$ cat config.mk
export PLATFORM = sky130hd
export DESIGN_NAME = utf16_to_utf8_encoder
export DESIGN_NICKNAME = d
export VERILOG_FILES = /design/src/u16u8_pkg.sv /design/src/utf16_to_utf8_encoder.sv /design/src/u16u8_front.sv /design/src/u16u8_fifo.sv /design/src/u16u8_back.sv
export VERILOG_INCLUDE_DIRS = /design/src /design/src/src
export SDC_FILE = /design/constraint.sdc
export NUM_CORES = 1
export LEC_CHECK = 0
export BUFFER_PORTS_ARGS = -buffer_cell sky130_fd_sc_hd__clkbuf_2
export CAP_MARGIN = 20
export CORE_MARGIN = 2
export CORE_UTILIZATION = 30
export CTS_BUF_LIST = sky130_fd_sc_hd__clkbuf_8 sky130_fd_sc_hd__clkbuf_16
export CTS_CLUSTER_DIAMETER = 200
export DETAILED_ROUTE_END_ITERATION = 8
export HOLD_SLACK_MARGIN = 0.15
export SLEW_MARGIN = 15
export SYNTH_ARGS = -nofsm -noshare
export SYNTH_HDL_FRONTEND = slang
export SYNTH_SLANG_ARGS = --single-unit
$ cat constraint.sdc
create_clock -name clk -period 4.7 [get_ports clk]
set_input_delay 0.47 -clock clk [delete_from_list [all_inputs] [get_ports clk]]
set_output_delay 0.47 -clock clk [all_outputs]
set_load 0.005 [all_outputs]
$ cat src/utf16_to_utf8_encoder_assert.svh
// Assertion helpers shared by the transcoder modules.
`ifndef UTF16_TO_UTF8_ENCODER_ASSERT_SVH
`define UTF16_TO_UTF8_ENCODER_ASSERT_SVH

// The consequent must hold in the same cycle as the antecedent.
`define U16U8_ASSERT_NOW(label, clk, rst, ante, cons) \
  label: assert property (@(posedge clk) disable iff (rst) (ante) |-> (cons)) \
    else $error("transcoder check failed");

// The consequent must hold in the cycle after the antecedent.
`define U16U8_ASSERT_NEXT(label, clk, rst, ante, cons) \
  label: assert property (@(posedge clk) disable iff (rst) (ante) |=> (cons)) \
    else $error("transcoder check failed");

`endif

$ cat src/u16u8_pkg.sv
package u16u8_pkg;

  // Most bytes that one code unit can cause: a flushed surrogate plus a
  // three-byte unit.
  localparam int JobBytes = 6;
  localparam int CountW = 3;

  typedef logic [JobBytes-1:0][7:0] job_bytes_t;

  // One classified item: bytes[0] goes out first.
  typedef struct packed {
    logic [CountW-1:0] count;
    job_bytes_t        bytes;
  } job_t;

endpackage

$ cat src/utf16_to_utf8_encoder.sv
// UTF-16 to UTF-8 transcoder. Push one UTF-16 code unit at a time, with
// end_of_text set on the last unit of a text; the UTF-8 bytes come out of the
// result queue one per cycle while pop is held, and last_of_run marks the
// final byte that each unit caused. A high surrogate causes no bytes until the
// next unit shows whether it pairs with a low surrogate; a surrogate that
// cannot pair goes out as its own three-byte sequence. The input side takes a
// unit in any cycle in which the two-entry job queue has room, so units can
// enter while the bytes of earlier units still drain; a unit's job passes
// through the queue to the byte serializer. A unit causes 0 to 6 bytes: none
// for a held high surrogate, 1 to 3 for a unit on its own, 4 for a surrogate
// pair, and 3 more when a held surrogate is flushed ahead of the unit.
// Nothing is held across reset.
module utf16_to_utf8_encoder (
  input  logic        clk,
  input  logic        rst,
  input  logic        push,
  output logic        full,
  input  logic [15:0] code_unit,
  input  logic        end_of_text,
  output logic        empty,
  input  logic        pop,
  output logic [7:0]  out_byte,
  output logic        last_of_run
);
  import u16u8_pkg::*;

  logic job_ready;
  logic accept;
  logic job_push;
  job_t front_job;
  logic fifo_full;
  logic fifo_valid;
  job_t fifo_job;
  logic job_take;

  assign job_ready = !fifo_full;
  assign full      = fifo_full;

  u16u8_front u_front (
    .clk         (clk),
    .rst         (rst),
    .push        (push),
    .code_unit   (code_unit),
    .end_of_text (end_of_text),
    .job_ready   (job_ready),
    .accept      (accept),
    .job_push    (job_push),
    .job         (front_job)
  );

  u16u8_fifo u_fifo (
    .clk      (clk),
    .rst      (rst),
    .wr_en    (job_push && accept),
    .wr_job   (front_job),
    .full     (fifo_full),
    .rd_en    (job_take),
    .rd_valid (fifo_valid),
    .rd_job   (fifo_job)
  );

  u16u8_back u_back (
    .clk         (clk),
    .rst         (rst),
    .job_valid   (fifo_valid),
    .job         (fifo_job),
    .job_take    (job_take),
    .empty       (empty),
    .pop         (pop),
    .out_byte    (out_byte),
    .last_of_run (last_of_run)
  );

endmodule

$ cat src/u16u8_front.sv
`include "utf16_to_utf8_encoder_assert.svh"

module u16u8_front (
  input  logic            clk,
  input  logic            rst,
  input  logic            push,
  input  logic [15:0]     code_unit,
  input  logic            end_of_text,
  input  logic            job_ready,
  output logic            accept,
  output logic            job_push,
  output u16u8_pkg::job_t job
);
  import u16u8_pkg::*;

  localparam logic [5:0]  HighTag  = 6'b110110;  // 0xD800..0xDBFF
  localparam logic [5:0]  LowTag   = 6'b110111;  // 0xDC00..0xDFFF
  localparam logic [20:0] PlaneOne = 21'h10000;

  logic       held;
  logic [9:0] held_bits;
  logic       held_next;
  logic [9:0] held_bits_next;

  logic                unit_high;
  logic                unit_low;
  logic [2:0][7:0]     unit_bytes;
  logic [1:0]          unit_count;
  logic                unit_hold;
  logic [15:0]         held_unit;
  logic [20:0]         code_point;

  assign unit_high = (code_unit[15:10] == HighTag);
  assign unit_low  = (code_unit[15:10] == LowTag);
  assign held_unit = {HighTag, held_bits};
  assign code_point = {1'b0, held_bits, code_unit[9:0]} + PlaneOne;

  assign accept = push && job_ready;

  // Bytes for the incoming unit on its own, as if nothing were held.
  always_comb begin
    unit_bytes = '0;
    unit_count = 2'd0;
    unit_hold  = 1'b0;
    priority if (code_unit[15:7] == 9'd0) begin
      unit_bytes[0] = code_unit[7:0];
      unit_count    = 2'd1;
    end else if (code_unit[15:11] == 5'd0) begin
      unit_bytes[0] = {3'b110, code_unit[10:6]};
      unit_bytes[1] = {2'b10, code_unit[5:0]};
      unit_count    = 2'd2;
    end else if (unit_high && !end_of_text) begin
      unit_hold = 1'b1;
    end else begin
      unit_bytes[0] = {4'hE, code_unit[15:12]};
      unit_bytes[1] = {2'b10, code_unit[11:6]};
      unit_bytes[2] = {2'b10, code_unit[5:0]};
      unit_count    = 2'd3;
    end
  end

  always_comb begin
    job            = '0;
    held_next      = unit_hold;
    held_bits_next = code_unit[9:0];
    priority if (held && unit_low) begin
      held_next    = 1'b0;
      job.bytes[0] = {5'b11110, code_point[20:18]};
      job.bytes[1] = {2'b10, code_point[17:12]};
      job.bytes[2] = {2'b10, code_point[11:6]};
      job.bytes[3] = {2'b10, code_point[5:0]};
      job.count    = CountW'(4);
    end else if (held) begin
      // The held surrogate goes out alone, then the new unit follows.
      job.bytes[0] = {4'hE, held_unit[15:12]};
      job.bytes[1] = {2'b10, held_unit[11:6]};
      job.bytes[2] = {2'b10, held_unit[5:0]};
      job.bytes[3] = unit_bytes[0];
      job.bytes[4] = unit_bytes[1];
      job.bytes[5] = unit_bytes[2];
      job.count    = CountW'(3) + CountW'(unit_count);
    end else begin
      job.bytes[0] = unit_bytes[0];
      job.bytes[1] = unit_bytes[1];
      job.bytes[2] = unit_bytes[2];
      job.count    = CountW'(unit_count);
    end
  end

  assign job_push = accept && (job.count != '0);

  always_ff @(posedge clk) begin
    if (rst) begin
      held <= 1'b0;
    end else if (accept) begin
      held <= held_next;
    end
  end

  always_ff @(posedge clk) begin
    if (accept) begin
      held_bits <= held_bits_next;
    end
  end

  `U16U8_ASSERT_NEXT(a_pair_releases, clk, rst, accept && held && unit_low, !held)

endmodule

$ cat src/u16u8_fifo.sv
`include "utf16_to_utf8_encoder_assert.svh"

module u16u8_fifo (
  input  logic            clk,
  input  logic            rst,
  input  logic            wr_en,
  input  u16u8_pkg::job_t wr_job,
  output logic            full,
  input  logic            rd_en,
  output logic            rd_valid,
  output u16u8_pkg::job_t rd_job
);
  import u16u8_pkg::*;

  job_t       slots [2];
  logic       wr_ptr;
  logic       rd_ptr;
  logic [1:0] count;

  assign full     = count[1];
  assign rd_valid = (count != 2'd0);
  assign rd_job   = slots[rd_ptr];

  always_ff @(posedge clk) begin
    if (rst) begin
      wr_ptr <= 1'b0;
      rd_ptr <= 1'b0;
      count  <= 2'd0;
    end else begin
      if (wr_en) begin
        wr_ptr <= !wr_ptr;
      end
      if (rd_en) begin
        rd_ptr <= !rd_ptr;
      end
      unique case ({wr_en, rd_en})
        2'b10:   count <= count + 2'd1;
        2'b01:   count <= count - 2'd1;
        default: count <= count;
      endcase
    end
  end

  always_ff @(posedge clk) begin
    if (wr_en) begin
      slots[wr_ptr] <= wr_job;
    end
  end

  `U16U8_ASSERT_NOW(a_no_overflow, clk, rst, wr_en, !full || rd_en)
  `U16U8_ASSERT_NOW(a_no_underflow, clk, rst, rd_en, rd_valid)

endmodule

$ cat src/u16u8_back.sv
`include "utf16_to_utf8_encoder_assert.svh"

module u16u8_back (
  input  logic            clk,
  input  logic            rst,
  input  logic            job_valid,
  input  u16u8_pkg::job_t job,
  output logic            job_take,
  output logic            empty,
  input  logic            pop,
  output logic [7:0]      out_byte,
  output logic            last_of_run
);
  import u16u8_pkg::*;

  job_bytes_t        bytes;
  logic [CountW-1:0] remaining;
  logic              transfer;
  logic              load;

  assign empty       = (remaining == '0);
  assign transfer    = pop && !empty;
  assign out_byte    = bytes[0];
  assign last_of_run = (remaining == CountW'(1));

  // A new job may enter in the same cycle as the last byte of the current one leaves.
  assign load     = empty || (transfer && last_of_run);
  assign job_take = load && job_valid;

  always_ff @(posedge clk) begin
    if (rst) begin
      remaining <= '0;
    end else if (load) begin
      remaining <= job_valid ? job.count : '0;
    end else if (transfer) begin
      remaining <= remaining - CountW'(1);
    end
  end

  always_ff @(posedge clk) begin
    if (job_take) begin
      bytes <= job.bytes;
    end else if (transfer) begin
      bytes <= {8'h00, bytes[JobBytes-1:1]};
    end
  end

  `U16U8_ASSERT_NEXT(a_hold_byte, clk, rst, !empty && !pop, $stable(out_byte) && !empty)
  `U16U8_ASSERT_NOW(a_take_when_free, clk, rst, job_take, empty || transfer)

endmodule
; ---- Yosys cells after proc, flatten, opt, wreduce, memory -nomap -nowiden
; Memory sizes are Yosys's and may differ from the RTL's. A register that Yosys moved wholly into a read port is not among the register bits.
; Cells that the tools add are included.
[totals]
n_memories = 1
elab_cells = 75
regBits = 66
mem_bits_rw = 102
[classes]
eq_ne = 5
mux = 30
addsub = 5
reduce_logical = 22
[memory_table]
columns = name, depth, word_bits, read_ports, rd_clocked_by_memory_dff, write_ports, line
row1 = u_fifo.slots, 2, 51, 1, 1, 1, u16u8_fifo.sv:15  ; job_t slots [2];
[op_table]
columns = cell, n
row1 = $mux W24, 5
row2 = $mux W48, 2
row3 = $mux W16, 3
row4 = $mux W32, 1
row5 = $add A20 B17 Y21 const B, 1
row6 = $mux W8, 2
row7 = $mux W3, 5
row8 = $eq A6 B6 Y1 const B, 2
row9 = $logic_not A9 Y1, 1
row10 = $logic_and A1 B1 Y1, 8
row11 = $mux W1, 8
row12 = $reduce_bool A2 Y1, 4
row13 = $mux W2, 3
row14 = $logic_not A1 Y1, 5
row15 = $logic_not A5 Y1, 1
row16 = $pmux W2 S2, 1
row17 = $add A2 B2 Y3 const A, 1
row18 = $eq A3 B1 Y1 const B, 1
row19 = $logic_not A3 Y1, 1
row20 = $reduce_bool A3 Y1, 1
row21 = $sub A3 B1 Y3 const B, 1
row22 = $add A2 B1 Y2 const B, 1
row23 = $eq A2 B1 Y1 const B, 1
row24 = $eq A2 B2 Y1 const B, 1
row25 = other kinds (2), 2

; ---- Depth between registers and ports, before layout
; Gate-level depths: netlist (run 1).
[logic_depth]
depth_word = 13
depth_mapped = 10
mapped_depth_nobuf = 9

; ---- By module
; A second synthesis (run 1) with hierarchy kept.
[unflattened]
hier_cells = 494
area_unflattened_um2 = 7698.6
[by_module_without_submodules]
columns = mod, cells_each, area_per_inst_um2, n_inst
row1 = u16u8_fifo, 180, 3866.2, 1
row2 = u16u8_back, 145, 2516.2, 1
row3 = u16u8_front, 167, 1306.3, 1
row4 = utf16_to_utf8_encoder, 2, 10.0, 1

; ---- Worst setup path after synthesis (run 1)
; OpenSTA, ideal clock, no wires.
[synth_path]
kind = input to register
from = input port push
to = memory u_fifo.slots[0][0] (netlist name), enable pin
slack_ns = 0.885
n_path_buf = 0
arrival_time_ns = 3.363
cell_stages = 3
cell_sequence = nor2b_1 > o31ai_2 > nor2_1
[synth_between]
elab_chain_len = 5
[synth_lines]
columns = element, line
row1 = from (decl), utf16_to_utf8_encoder.sv:16  ; input logic push,
row2 = $logic_and A1 B1 Y1 (*), u16u8_front.sv:38  ; assign accept = push && job_ready;
row3 = $logic_and A1 B1 Y1, u16u8_front.sv:90  ; assign job_push = accept && (job.count != '0);
row4 = $logic_and A1 B1 Y1 (*), utf16_to_utf8_encoder.sv:54  ; .wr_en (job_push && accept),
row5 = $mux W1 (*), u16u8_fifo.sv:45  ; if (wr_en) begin
row6 = $mux W1 (implied by the code) (*), u16u8_fifo.sv:46  ; slots[wr_ptr] <= wr_job;
row7 = to (decl), u16u8_fifo.sv:15
; Mark *: on every way between the ends. The rest lies on a longest branch, timed or not.

; ---- Final worst setup path (run 1)
[layout_path]
from = register u_back.remaining[0]
to = register u_back.bytes[9] (netlist name), enable pin
[layout_between]
elab_chain_len = 7
word_cells_on_any_way = 8
cone_classes = eq/ne: 1 / reduce/logical: 7
[layout_lines]
columns = element, line
row1 = from (decl), u16u8_back.sv:17  ; logic [CountW-1:0] remaining;
row2 = from (signal assigned), u16u8_back.sv:34  ; remaining <= job_valid ? job.count : '0;
row3 = from (signal assigned), u16u8_back.sv:36  ; remaining <= remaining - CountW'(1);
row4 = $logic_not A3 Y1, u16u8_back.sv:21  ; assign empty = (remaining == '0);
row5 = $logic_not A1 Y1, u16u8_back.sv:22  ; assign transfer = pop && !empty;
row6 = $logic_and A1 B1 Y1, u16u8_back.sv:22
row7 = $logic_and A1 B1 Y1, u16u8_back.sv:27  ; assign load = empty || (transfer && last_of_run);
row8 = $logic_or A1 B1 Y1, u16u8_back.sv:27
row9 = $logic_and A1 B1 Y1, u16u8_back.sv:28  ; assign job_take = load && job_valid;
row10 = $reduce_bool A2 Y1 (no source line) (*), --
row11 = to (signal assigned), u16u8_back.sv:42  ; bytes <= job.bytes;
row12 = to (signal assigned), u16u8_back.sv:44  ; bytes <= {8'h00, bytes[JobBytes-1:1]};
row13 = to (decl), u16u8_back.sv:16  ; job_bytes_t bytes;
; Marks and branches as above.
; A chain may end at the register's enable or synchronous reset.

==> impl_metrics.ini, run 1 <==
[timing]
fmax_mhz = 359
clock_skew_ps = 4.95
slew-limit-headroom_pct = 48.5
drv_slew = 0
setup_viol = 0
min_period_over_period_pct = 59.3
tns_ps = 0
worstMarginPinSlew_ps = 767
finalCriticalPeriod_ps = 2790
hold_viol_final = 0
rsz0062_at_grt = false

[synth]
synth_commonest_cells = edfxtp_1 (150), mux2i_1 (56), o21ai_0 (46)
postSynthAreaPerCell_um2 = 14.0
synth_top_area_share_pct = 65.8
ys_seq_area_share_pct = 68.4
syn_inst = 490
synth_top_area_cell = edfxtp_1
yosysMostFrequentCell = edfxtp_1
synth_nets = 516
ys_ff_latch = 159
synth.distinct_cells = 50
synth_edf_count = 150
netlist_area_um2 = 6850
synth_area_leaders = edfxtp_1 (66%), mux2i_1 (8.2%), o21ai_0 (3.4%), dfxtp_1 (2.6%), nand2_1 (2.4%)
synth_top_flop_cell = edfxtp_1
async_reset_ff_share_pct = 0
yosys_warnings = 0

[critical_path]
worstSetupPathType = reg -> reg
crit_slowest_cell = a21oi_4
timing.rr.start = u_back.remaining[0]
slowest_delay_ps = 640
cp.required_ps = 4780
cp_max_fo = 26
startpoint = u_back.remaining[0]
r2r_slack_ps = 1910
setup.worst_path.end_class = register
cp-start-kind = register
crit_path_cell_trace = inv_1 -> ha_1 -> nor2b_1 -> nor2_1 -> a21oi_4 -> buf_4
cp.arrival_ps = 2870

[placed_design]
hpwl_um = 8720
routabilityCongestion = 0.807
port_buffers = 31
placedCellCount = 775

[route]
dr.max_layer_used = met4
drt-total-wl_um = 13000
drtPass1Iterations = 5
via_count = 3862
routed-wl-met2_um = 6040
drc = 0
antenna_left = 0
route.met3.wl_um = 564
dr.first_iter.drc_count = 443
avgRoutedWirePerCell_um = 16.2
post_drt_via_cell_ratio = 4.79
met1_length_um = 6250

[grt]
grt_first_pass_wirelength_um = 21200
grt_pass1_vias = 3920
grt.total_usage_pct = 11.4
grt_max_degree = 84
grt_overflow = 0
antenna_found_initial = 0

[clocking]
cts_max_path_buffers = 2
postCtsHoldBufs = 0
cts_sinks = 159
clk_latency_ps = 420
cts.repair.resized = 0
clk_pin_slew_worst_paths_ps = 60
cts_root_buf = clkbuf_16
cts_setup_buffers = 0
cts_tree = built
cts_inserted_buffers = 17
htree_levels = 4

[cells_and_area]
final_cells = 807
multi_input_area_um2 = 1960
areaGrowthSynthToFinish_pct = 14.3
drive_gt1_share_pct = 17.6
nFillCells = 2141
num_antenna_cells = 0
final_nets = 535
seq_area_um2 = 4690

[pwr]
pwr_density_cell_nw_per_um2 = 599
ir_worst_vdd_v = 0.000310
power.leakage_uw = 0.00272

[die]
die_h_um = 155
die_area_um2 = 24000
dieWidth_um = 155
core_area_um2 = 22500
initial_core_util_pct = 30.4
io_pins = 32
placementRows = 55

[worst_hold_path]
min_from = code_unit[6]
hp-class = in -> reg

[flow_run]
drv_cap = 0

[run_status]
outcome = finished clean
==> cell usage in the layout (no fill, tap or decap), types with 2 or more instances in the layout <==
master,instances
edfxtp_1,150
mux2i_1,56
o21ai_0,46
nand2_1,43
clkbuf_2,31
nor2_1,29
clkbuf_16,21
nor3_1,9
mux2_2,8
dfxtp_1,8
a21oi_1,7
inv_1,7
clkinv_2,7
buf_4,7
a22o_1,6
o31ai_1,6
and2_1,5
and2_2,5
ha_1,5
nand3_1,4
and3_1,4
a32oi_1,4
nand2b_1,4
a22oi_1,3
a2bb2oi_1,3
nor3b_1,3
a21o_1,3
xor2_1,3
xnor2_1,3
nor2b_1,2
and4b_1,2
a21boi_0,2
nor2_4,2
inv_4,2
==> stage by stage <==
step                      cell area (um^2)  total power (uW)  setup WS (ps)  hold slack (ps)  util (%)
final                                 7830              4690           1910              332      34.8
after global routing                  7830              4970           1720              312      34.8
after CTS                             7830              4750           1780              307      34.8
after detailed placement              7230              3420           1560              515      32.1
after global placement                7230              3360           1800              495      32.1
after floorplan                       6850              3110            885              481         -
==> path summary, 6_finish.rpt <==
check                                       endpoint  depth (start not counted)
worst min register to register         u_fifo.rd_ptr                          2
worst max-delay path                 u_back.bytes[9]                          6
worst min-delay path            u_front.held_bits[6]                          1
worst max register to register       u_back.bytes[9]                          6
==> per-layer routing <==
layer,track usage (%),vias up
li1,-,1873
met1,15.8,1876
met2,17.6,102
met3,2.45,11
met4,4.37,0
met5,0,-
==> cells by family after synthesis <==
family | share of synthesized area, %
adder cells (fa/ha/maj) | 0.914
XOR/XNOR | 0.768
buffers and inverters | 3.33
flip-flops | 68.4
AND/OR/NAND/NOR | 9.03
AO/OA/AOI/OAI | 8.04
multiplexers | 9.50
==> state kept, by name, indices dropped and copies added, names as in the netlist, named ones only <==
signal             cells
u_back.bytes          38
u_back.remaining       3
u_fifo.rd_ptr          1
u_front.held_bits     10
u_fifo.slots          94
u_front.held           1
u_fifo.count           2
u_back.out_byte        8
u_fifo.wr_ptr          1
==> report_power, final <==
| part | internal, uW | switching [uW] |
|---|---|---|
| registers | 2130 | 148 |
| logic | 390 | 701 |
| clock network | 807 | 517 |
==> worst max-delay path: cells and delay by family (launching register included) <==
family / cells / cell delay (ps)
flops: 1 / 340
fa+ha+maj: 1 / 220
simple gates: 2 / 680
buf+inv: 2 / 550
compound gates: 1 / 640
==> area by class of cell <==
cell class	instances	area share [%]
multi-input combinational	287	25.1
tap	285	4.56
clock buffer	22	6.89
inverter	6	0.288
clock inverter	10	0.655
timing repair buffer	38	2.65
sequential	159	59.9
Note: power is estimated with default switching activity, not from simulation.
==> inputs of run 2 (changes only) <==
clock period = 2.5 ns   (was 4.7 ns; I/O delays follow)
==> run 2 against run 1 <==
  * Core utilization is 1.2 points higher
  * Power is 93% higher
  * Combinational power is 100% higher
  * Critical path depth unchanged
  * Sequential cell count is the same
  * Largest power group unchanged
==> impl_metrics.ini, run 2 (synthesis results as in run 1) <==
[cells_and_area]
final_cell_mix = edfxtp_1 (150), mux2i_1 (56), o21ai_0 (46)
drive_gt1_share_pct = 18.4
final_nets = 557
reg.largest.list = u_fifo.slots x94, u_back.bytes x38, u_front.held_bits x10
layout_commonest_cell = edfxtp_1
top_register = u_fifo.slots
areaGrowthSynthToFinish_pct = 18.2
largest_reg_flops = 94
postLayoutCoreUtil_pct = 36.0
num_antenna_cells = 0

[clocking]
cts_root_buf = clkbuf_16
clk_pin_slew_worst_paths_ps = 60
htree_levels = 4
cts_sinks = 159
cts_tree = built
cts_inserted_buffers = 17
cts.repair.resized = 0
clk_latency_ps = 420
cts_max_path_buffers = 2

[critical_path]
cp.arrival_ps = 2350
crit_slowest_cell = nor2b_1
r2r_slack_ps = 240
timing.rr.start = u_back.remaining[1]
r2r_end = u_back.out_byte[3]
cp.buffers_inverters = 2
slowest_delay_ps = 580
cp-start-kind = register
worstSetupPathType = reg -> reg
crit_family = simple AND/OR/NAND/NOR gates
cp_max_fo = 46
reg2regPathDepth = 6
crit_path_cell_trace = inv_1 -> ha_1 -> nor2b_1 -> nor2_1 -> a21oi_4 -> buf_12
cp.required_ps = 2590
setup.worst_path.end_class = register

[die]
core_area_um2 = 22500
io_pins = 32
die_area_um2 = 24000
die_h_um = 155
initial_core_util_pct = 30.4
placementRows = 55
dieWidth_um = 155

[run_status]
outcome = finished clean

[timing]
drv_slew = 0
min_period_over_period_pct = 90.2
slew-limit-headroom_pct = 33.0
clock_skew_ps = 10.7
hold_viol_final = 0
setup_slack_ps = 244
setup_viol = 0
worstMarginPinSlew_ps = 997
fmax_mhz = 443
finalCriticalPeriod_ps = 2260
rsz0062_at_grt = false

[pwr]
clock_power_share_pct = 28.2
combPwrFrac_pct = 24.7
power.leakage_uw = 0.00284
pwr_density_cell_nw_per_um2 = 1120
switching_share_pct = 29.1
power.share.sequential_pct = 47.1
p_sw_uw = 2640
internal_power_uw = 6410
ir_worst_vdd_v = 0.000845

[route]
avgRoutedWirePerCell_um = 16.5
dr.first_iter.drc_count = 345
antenna_left = 0
post_drt_via_cell_ratio = 4.81
via_count = 3984
drt-total-wl_um = 13700
drtPass1Iterations = 5
drc = 0

[flow_run]
drv_cap = 0

[worst_hold_path]
min_from = pop
hold_path_depth = 3
hp-class = in -> reg
min_to = u_back.remaining[2]

[grt]
grt.total_usage_pct = 11.9
grt_pass1_vias = 3938
antenna_found_initial = 0
grt_first_pass_wirelength_um = 21900
grt_overflow = 0
grt_max_degree = 84

[placed_design]
place_ws_ps = 220
hpwl_um = 8830
port_buffers = 31
routabilityCongestion = 0.866
-- run 2: metal layers --
layer	vias up	GRT usage [%]	wire length [um]
met1	1945	16.4	6550
li1	1912	-	-
met4	0	4.50	182
met2	109	18.2	6290
met3	18	3.06	680
met5	-	0	0
-- run 2: repair_timing --
item                      4_1_cts  5_1_grt
setup buffers                   0        0
hold buffers                   11        0
hold endpoints to repair       18        0
-- run 2: final cells by class --
cell class / count / area (um^2)
Fill cell: 2121 / 14400
Sequential cell: 159 / 4690
Multi-Input combinational cell: 287 / 1960
Clock buffer: 23 / 553
Timing Repair Buffer: 60 / 463
Tap cell: 285 / 357
Clock inverter: 9 / 52.6
Inverter: 6 / 22.5
-- run 2: worst max path at each step --
stage,start,cells after the start,endpoint
6_report,u_back.remaining[1],6,u_back.out_byte[3]
5_1_grt,u_back.remaining[1],6,u_back.bytes[11]
4_1_cts,u_back.remaining[1],8,u_fifo.count[1]
3_5_place_dp,code_unit[10],5,u_fifo.slots[0][3]
3_3_place_gp,code_unit[14],6,u_fifo.slots[1][17]
2_1_floorplan,u_fifo.count[1],3,u_fifo.slots[1][0]
-- run 2: through the flow --
stage | hold slack (ps) | setup TNS (ps) | total power, uW | cells | area [um^2]
3_5_place_dp | 504 | 0 | 6600 | 786 | 7380
3_3_place_gp | 494 | 0 | 6460 | 785 | 7360
2_1_floorplan | 349 | -37690 | 5830 | 490 | 6860
5_1_grt | 255 | 0 | 9610 | 829 | 8100
4_1_cts | 239 | 0 | 9180 | 829 | 8100
6_report | 244 | 0 | 9050 | 829 | 8100
-- run 2: worst min-delay path, cell delays in order --
cell      delay [ps]
clkbuf_2         170
nor3_1            70
nor3_1           130
-- run 2: power by group through the flow --
stage               sequential [uW]  combinational (uW)  clock, uW
finish                         4270                2230       2550
global route                   4350                2530       2730
CTS                            4280                2290       2610
detailed placement             4330                2270          0
global placement               4310                2150          0
floorplan                      4210                1620          0
==> inputs of run 3 (changes only) <==
ABC_AREA = 1   (was not set)
==> run 3 against run 2 <==
  * Clock skew fell by 5.6 ps
  * Die area fell by 0.52%
  * Design area fell by 1.7%
  * Count of clock-buffer cells in the layout fell by 6
  * First-iteration DRC count rose by 8.1%
  * Non-clock buffer count fell by 8
  * Global-route usage rose by 0.32 points
  * Critical path type is now in -> reg
  * Largest cell class unchanged
  * Highest routed layer unchanged
==> impl_metrics.ini, run 3 <==
[die]
initial_core_util_pct = 30.4
dieWidth_um = 155
core_area_um2 = 22400
die_area_um2 = 23900
die_h_um = 155
io_pins = 32
placementRows = 55

[clocking]
clk_pin_slew_worst_paths_ps = 60
cts_setup_buffers = 0
postCtsHoldBufs = 10
cts_sinks = 159
cts_root_buf = clkbuf_16
clk_latency_ps = 420
cts_max_path_buffers = 2
cts_inserted_buffers = 17
htree_levels = 4
cts.repair.resized = 0
cts_tree = built

[critical_path]
cp-start-kind = primary input
crit_cells = 8
worstSetupPathType = in -> reg
cp_max_fo = 13
reg2regPathDepth = 12
cp.required_ps = 2620
cp.buffers_inverters = 4
crit_family = buffers and inverters
cp.arrival_ps = 2170
crit_path_cell_trace = dlygate4sd3_1 -> clkbuf_2 -> nor2_1 -> nand2_1 -> o211ai_2 -> nand3_1 -> clkinvlp_4 -> buf_4
slowest_delay_ps = 540
crit_slowest_cell = dlygate4sd3_1
setup.worst_path.end_class = register

[grt]
grt_first_pass_wirelength_um = 22300
grt_max_degree = 61
grt_overflow = 0
grt.total_usage_pct = 12.2
antenna_found_initial = 0
grt_pass1_vias = 4141

[cells_and_area]
nFillCells = 2213
drive_gt1_share_pct = 15.2
reg.largest.list = u_fifo.slots x94, u_back.bytes x38, u_front.held_bits x10
layout_commonest_cell = nand2_1
postLayoutCoreUtil_pct = 35.5
areaGrowthSynthToFinish_pct = 16.8
num_antenna_cells = 0
top_register = u_fifo.slots
largest_reg_flops = 94
final_nets = 666
final_cell_mix = nand2_1 (158), edfxtp_1 (150), nor2_1 (68)

[timing]
drv_slew = 0
tns_ps = 0
min_period_over_period_pct = 82.2
slew-limit-headroom_pct = 62.8
hold_viol_final = 0
hold_ws_ps = 197
clock_skew_ps = 5.07
rsz0062_at_grt = false
worstMarginPinSlew_ps = 558
finalCriticalPeriod_ps = 2050
fmax_mhz = 487
setup_viol = 0

[run_status]
outcome = finished clean

[synth]
synth_nets = 627
yosys_warnings = 0
yosysMostFrequentCell = nand2_1
synth_area_leaders = edfxtp_1 (66%), nand2_1 (8.7%), nor2_1 (3.8%), a31oi_1 (3.4%), dfxtp_1 (2.6%)
synth.distinct_cells = 36
netlist_area_um2 = 6810
postSynthAreaPerCell_um2 = 11.3
synth_top_area_share_pct = 66.1
synth_top_flop_cell = edfxtp_1
synth_edf_count = 150
syn_inst = 601
async_reset_ff_share_pct = 0
ys_seq_area_share_pct = 68.8
synth_commonest_cells = nand2_1 (158), edfxtp_1 (150), nor2_1 (69)
synth_top_area_cell = edfxtp_1
ys_ff_latch = 159

[route]
antenna_left = 0
via_count = 4345
drt-total-wl_um = 14000
drc = 0
post_drt_via_cell_ratio = 4.63
drtPass1Iterations = 5
avgRoutedWirePerCell_um = 15.0
dr.first_iter.drc_count = 373

[flow_run]
drv_cap = 0

[pwr]
pwr_density_cell_nw_per_um2 = 1190
ir_worst_vdd_v = 0.000539
power.leakage_uw = 0.00294

[worst_hold_path]
hold_path_depth = 4
hp-class = in -> reg

[placed_design]
routabilityCongestion = 0.904
hpwl_um = 9020
port_buffers = 31
-- run 3: cell types whose count changed after synthesis, sizes merged, moves of 7 or more --
cell | previous run | this run
nor2 | 31 | 75
o211ai | 0 | 9
a21oi | 8 | 21
clkbuf | 18 | 8
nand2 | 43 | 162
mux2i | 56 | 0
o21ai | 46 | 28
o31ai | 7 | 0
mux2 | 8 | 0
and2 | 10 | 0
a31oi | 0 | 37
inv | 6 | 46
nor3 | 9 | 0
nand3 | 4 | 12
-- run 3: final cells by class --
| class | count | area (um^2) | share of cell area [%] |
|---|---|---|---|
| Inverter | 47 | 189 | 2.38 |
| Timing Repair Buffer | 52 | 388 | 4.88 |
| Tap cell | 285 | 357 | 4.48 |
| Clock buffer | 17 | 425 | 5.35 |
| Multi-Input combinational cell | 363 | 1730 | 21.7 |
| Sequential cell | 159 | 4680 | 58.9 |
| Clock inverter | 15 | 184 | 2.31 |
-- run 3: worst register-to-register path, stage by stage, from the launching register on --
cell and delay, ps:
dfxtp_1 350, inv_1 80, ha_1 190, nand2_1 110, nand2_2 90, o21ai_4 160
inv_6 150, ha_1 310, inv_1 80, nand2_1 60, nor2_1 110, o21ai_0 90
a21oi_1 120
-- run 3: metrics by stage --
step	area (um^2)	power, uW	setup slack, ps	std cells
after floorplan	6820	6230	29.6	601
after global placement	7240	6850	530	896
after detailed placement	7240	6890	518	896
after CTS	7950	9560	467	938
after global routing	7950	10000	279	938
final	7950	9450	446	938
-- run 3: worst paths after layout --
| check | from | to | slack [ps] |
|---|---|---|---|
| setup reg to reg | u_back.remaining[0] | u_fifo.count[1] | 530 |
| setup / recovery | code_unit[8] | u_fifo.slots[1][7] | 450 |
| hold / removal | rst | u_fifo.wr_ptr | 200 |
| hold reg to reg | u_fifo.rd_ptr | u_fifo.rd_ptr | 450 |
-- run 3: layer usage --
layer  track usage, %  vias to the layer above  part of all wire, %
met3             3.78                       17                  5.2
met1             16.7                     2069                   48
li1                 -                     2154                    -
met2             18.6                      105                   45
met5                0                        -                    0
met4             4.06                        0                  1.4
-- run 3: cells by family (layout without fill, tap and decap cells) --
family	after synthesis	in the layout	share of synthesized area (%)
adder cells (fa/ha/maj)	5	5	0.919
AO/OA/AOI/OAI	103	103	9.04
AND/OR/NAND/NOR	254	254	15.2
XOR/XNOR	1	1	0.129
flip-flops	159	159	68.8
buffers and inverters	79	131	5.97
-- run 3: power breakdown --
group | switching [uW] | internal [uW]
logic | 1750 | 811
clock network | 1060 | 1580
registers | 214 | 4030
